--- config.mk ---
export PLATFORM = sky130hd
export DESIGN_NAME = pit_ram
export DESIGN_NICKNAME = d
export VERILOG_FILES = /design/src/design/packet_id_tracker_assert.svh /design/src/design/pit_ram.sv
export SDC_FILE = /design/constraint.sdc
export NUM_CORES = 2
export LEC_CHECK = 0
export ABC_AREA = 1
export BUFFER_PORTS_ARGS = -buffer_cell sky130_fd_sc_hd__buf_2
export CORE_ASPECT_RATIO = 0.6
export CORE_MARGIN = 5
export CORE_UTILIZATION = 48
export CTS_CLUSTER_DIAMETER = 150
export DETAILED_ROUTE_END_ITERATION = 16
export HOLD_SLACK_MARGIN = 0.03
export PLACE_DENSITY = 0.61
export SETUP_SLACK_MARGIN = 0.15
export SLEW_MARGIN = 25
export SYNTH_ARGS = -nofsm -noshare
export SYNTH_HDL_FRONTEND = slang
export SYNTH_SLANG_ARGS = --single-unit
--- constraint.sdc ---
create_clock -name clock -period 2.1 [get_ports clock]
set_input_delay 0.21 -clock clock [delete_from_list [all_inputs] [get_ports clock]]
set_output_delay 0.21 -clock clock [all_outputs]
set_load 0.05 [all_outputs]
--- src/design/packet_id_tracker_assert.svh ---
`ifndef PACKET_ID_TRACKER_ASSERT_SVH
`define PACKET_ID_TRACKER_ASSERT_SVH

// Same-cycle implication, checked on every rising clock edge outside reset.
`define PIT_ASSERT_SAME(label, clk, rst, ante, cons) \
   label: assert property (@(posedge clk) disable iff (rst) (ante) |-> (cons)) \
      else $error("packet_id_tracker check failed");

// Next-cycle implication.
`define PIT_ASSERT_NEXT(label, clk, rst, ante, cons) \
   label: assert property (@(posedge clk) disable iff (rst) (ante) |=> (cons)) \
      else $error("packet_id_tracker check failed");

`endif

--- src/design/pit_ram.sv ---
module pit_ram #(
   parameter int WIDTH = 8,
   parameter int DEPTH = 256
) (
   input  logic                     clock,
   input  logic                     wr_en,
   input  logic [$clog2(DEPTH)-1:0] wr_addr,
   input  logic [WIDTH-1:0]         wr_data,
   input  logic [$clog2(DEPTH)-1:0] rd_addr,
   output logic [WIDTH-1:0]         rd_data
);

   logic [WIDTH-1:0] mem [DEPTH];
   logic [WIDTH-1:0] rd_data_ff;

   always_ff @(posedge clock) begin
      if (wr_en) begin
         mem[wr_addr] <= wr_data;
      end
      rd_data_ff <= mem[rd_addr];
   end

   assign rd_data = rd_data_ff;

endmodule

# Word level (Yosys, flattened, before mapping)
# Memory sizes are Yosys's and may differ from the RTL's. A register that Yosys moved wholly into a read port is not among the register bits.
# Index checks and enable logic that the tools add are counted.
totals:
  n_memories: 1
  reg_bits: 0
  input_bits: 26
  latch_bits: 0
  ram_bits: 2048
  rom_bits: 0
memory_table:
  columns: ["name", "depth", "word_bits", "read_ports", "rd_clocked_by_memory_dff", "write_ports", "line", "text"]
  rows:
  - ["mem", 256, 8, 1, 1, 1, "pit_ram.sv:13", "logic [WIDTH-1:0] mem [DEPTH];"]
classes:
  n_shift: 0
  div: 0
  n_lt_le_gt_ge: 0
  eq_ne: 0
  bitwise_logic: 0
  reduce_logical: 0
  muxes: 2
  add_sub_neg: 0
  multipliers: 0
op_table:
  columns: ["cell", "count"]
  rows:
  - ["$mux 1", 2]

# Logic depth before layout (Yosys ltp)
depth:
  depth_word: 2
  ltp_mapped: 15
  ltp_nobuf: 11

# Least setup slack after synthesis
# Ideal clock, no wire load.
synth_timing:
  kind: "input-to-reg"
  from: "in wr_en"
  to: "mem mem[162][0] (enable)"
  arrival_ns: 1.331
  slack_ns: 0.399
  stages: 4
  t_required_ns: 1.730
  cell_sequence: "clkbuf_1 > nand3_1 > clkbuf_1 > nor2_1"
synth_via:
  elab_chain_cells: 2
synth_rtl:
  columns: ["element", "line", "text"]
  rows:
  - ["start, declared", "pit_ram.sv:6", "input logic wr_en,"]
  - ["$mux 1", "pit_ram.sv:17", "if (wr_en) begin"]
  - ["$mux 1 (not written as such)", "pit_ram.sv:18", "mem[wr_addr] <= wr_data;"]
  - ["end, declared", "pit_ram.sv:13", null]
# No other way between the ends.

==> reports/qor.txt <==
Post-Route WL: 247000 um
Slew Limit Fails: 0
Worst setup EP type: flip-flop
Yosys cell types: 14
Clock latency on the worst-skew pair: 820 ps
Flop2flop setup slack: 200 ps
Worst-path clk slew: 70 ps
Critical path depth: 10
R2R Path End: rd_data[3]$_DFF_P_
Drt initial violations: 8376
HPWL Detailed: 157000 um
TritonCTS clock tree: built
Fin crit share: 90.6%
Die area: 0.182 mm2
Post-Layout Cell Count: 9892
Die width: 548 um
CTS Buf Count: 188
Setup TNS: 0 ps
Minimum clock period: 1900 ps
Met2 Resource Use GR: 36.0%
Yosys reg bits: 2056
Vias in the first global route: 53646
DRC viols: 0
Arr. time, crit path: 2610 ps
Max stage delay on crit path: 370 ps
Rows: 118
WP buf/inv: 0
Gr usage total: 26.7%
GR peak layer: met1
Initial Util: 48.3%
Unrepaired setup endpoints after global routing: yes
Most frequent cells in the layout: nand2_1 (2119), edfxtp_1 (2048), nand3_1 (2007)
Die Span Y: 333 um
CP max-delay cell: edfxtp_1
Final instance area: 0.0971 mm2
Req. time, crit path: 2810 ps
Post-route antenna net violation count: 0
Vias: 57598
Final Skew: 43.8 ps
Cell Chain, Critical Path: nand2_1 -> nand3_1 -> nand3_1 -> nand3_1 -> nand3_1 -> nand3_1 -> nand3_1 -> nand2_1 -> nand2_1 -> nand2_1
Crit-path leading delay family: simple AND/OR/NAND/NOR gates
Post-synthesis sequential area ratio: 73.9%
DP Area: 0.0913 mm2
Max-cap viol count: 0
Pleak: 0.0349 uW
Max clock buf depth: 4
Relative slew slack: 46.0%
Final hold viol count: 0
WL per Instance: 25.0 um
Worst R2R Start: mem[61][3]$_DFFE_PP_
Initial antenna violation count: 12
Maximum vdd drop: 0.000736 V
Commonest non-fill, non-tap cell in the layout: nand2_1
IO Pins: 34
First-pass GRT wire length: 364000 um
Pwr/cell area: 870 mW/mm2
Cells on worst reg2reg path: 10
Number of placed instances, taps included: 9550
WS Path Type: flip-flop to flip-flop
Fin util: 56.3%
Post-DR vias/cell: 5.82
HP Class: input pin to flip-flop
Final GP Congestion: 0.905
Status: complete, no violations
Area Growth Syn to Fin: 16.5%
Met3 Use GR: 8.63%
Yosys Warn Count: 0
Core area: 0.173 mm2
Buffers added on ports: 33
Crit path top cell by count: nand3_1
Post-CTS setup buffer count: 0
Syn Area/Cell: 11.9 um2
Clock root buffer: clkbuf_16
Initial DRT Pass Iterations: 6
Pin count of the biggest net entering global routing: 78
CP Launch Type: flip-flop
Critical path capture point: rd_data[3]$_DFF_P_
Critical Path Fanout Max: 1
M1 GR Usage: 42.1%
Worst Tran Pin Value: 810 ps
H-tree levels: 4
Fill count: 14014
Share of layout cells above drive strength 1: 13.3%
Post-Syn Area: 0.0834 mm2
Max Fclk: 525 MHz
Global route total overflow: 0
CTS sink cnt: 2056
Cells after Synth: 7003
Setup crit start: mem[61][3]$_DFFE_PP_
Nets: 7496
# setup viols final: 0
Net Count, Synth: 7029
## how the worst min path moves through the flow
| stage | from | end | slack (ps) | cells past startpoint |
|---|---|---|---|---|
| after floorplan | wr_data[0] | mem[0][0]$_DFFE_PP_ | 310 | 0 |
| after global placement | wr_data[5] | mem[128][5]$_DFFE_PP_ | 620 | 1 |
| after detailed placement | wr_data[5] | mem[129][5]$_DFFE_PP_ | 620 | 1 |
| after CTS | rd_addr[5] | rd_data[6]$_DFF_P_ | 110 | 8 |
| after global routing | rd_addr[5] | rd_data[4]$_DFF_P_ | 160 | 7 |
| final | rd_addr[5] | rd_data[6]$_DFF_P_ | 170 | 8 |
## worst register-to-register path: stages, from the launching register on
cell and delay [ps]:
edfxtp_1 370, nand2_1 100, nand3_1 120, nand3_1 100
nand3_1 120, nand3_1 120, nand3_1 230, nand3_1 290
nand2_1 110, nand2_1 190, nand2_1 70
## timing repair
| action | 4_1_cts | 5_1_grt |
|---|---|---|
| hold buffers | 10 | 0 |
| setup endpoints to repair | 2 | 7 |
| gates resized for setup | 2 | 10 |
| hold endpoints to repair | 448 | 0 |
## stage by stage
step | total power, uW | setup WS, ps | hold slack, ps
after floorplan | 49000 | 399 | 309
after global placement | 52200 | -511 | 620
after detailed placement | 52200 | -503 | 623
after CTS | 84800 | 156 | 106
after global routing | 87100 | 89.6 | 165
final | 84500 | 197 | 172
## logic make-up after synthesis
group,after synthesis,synth area share (%)
and+or+nand+nor,4425,22.9
DFF,2056,73.9
buffers and inverters,522,3.12
## sequential cells by signal, summed over array words and instances (netlist names)
signal and count:
rd_data 8, mem 2048
## area by class of cell
cell class                      count  area [um2]  share of cell area [%]
Clock buffer                      236        4980                    5.12
Inverter                           39         180                   0.185
Antenna cell                        6        15.0                  0.0155
Sequential cell                  2056       61700                    63.5
Timing Repair Buffer              760        7520                    7.74
Clock inverter                     90         736                   0.757
Multi-Input combinational cell   4425       19200                    19.8
Tap cell                         2280        2850                    2.94
## cells in the mapped netlist
| master | count | share of area, % |
|---|---|---|
| nand2_1 | 2123 | 9.6 |
| inv_4 | 1 | 0.0075 |
| buf_1 | 40 | 0.18 |
| inv_1 | 36 | 0.16 |
| buf_8 | 1 | 0.018 |
| inv_2 | 2 | 0.0090 |
| buf_6 | 16 | 0.22 |
| buf_4 | 46 | 0.41 |
| nor2_1 | 283 | 1.3 |
| clkbuf_1 | 112 | 0.50 |
| dfxtp_1 | 8 | 0.19 |
| edfxtp_1 | 2048 | 74 |
| buf_2 | 268 | 1.6 |
| nand3_1 | 2019 | 12 |
## report_power, final
part / internal (uW) / total, uW / switching, uW
combinational: 1860 / 6230 / 4370
clock: 18300 / 33000 / 14800
sequential: 45200 / 45200 / 39.9
total: 65300 / 84500 / 19200
## metal layers
metal / routed length, um / vias up / share of wire [%]
met5: 9 / - / 0.0036
met4: 5250 / 2 / 2.1
met3: 34300 / 339 / 14
met2: 100000 / 3367 / 40
met1: 108000 / 28086 / 44
li1: - / 25804 / -
No activity file was read; power rests on OpenSTA's default activity.
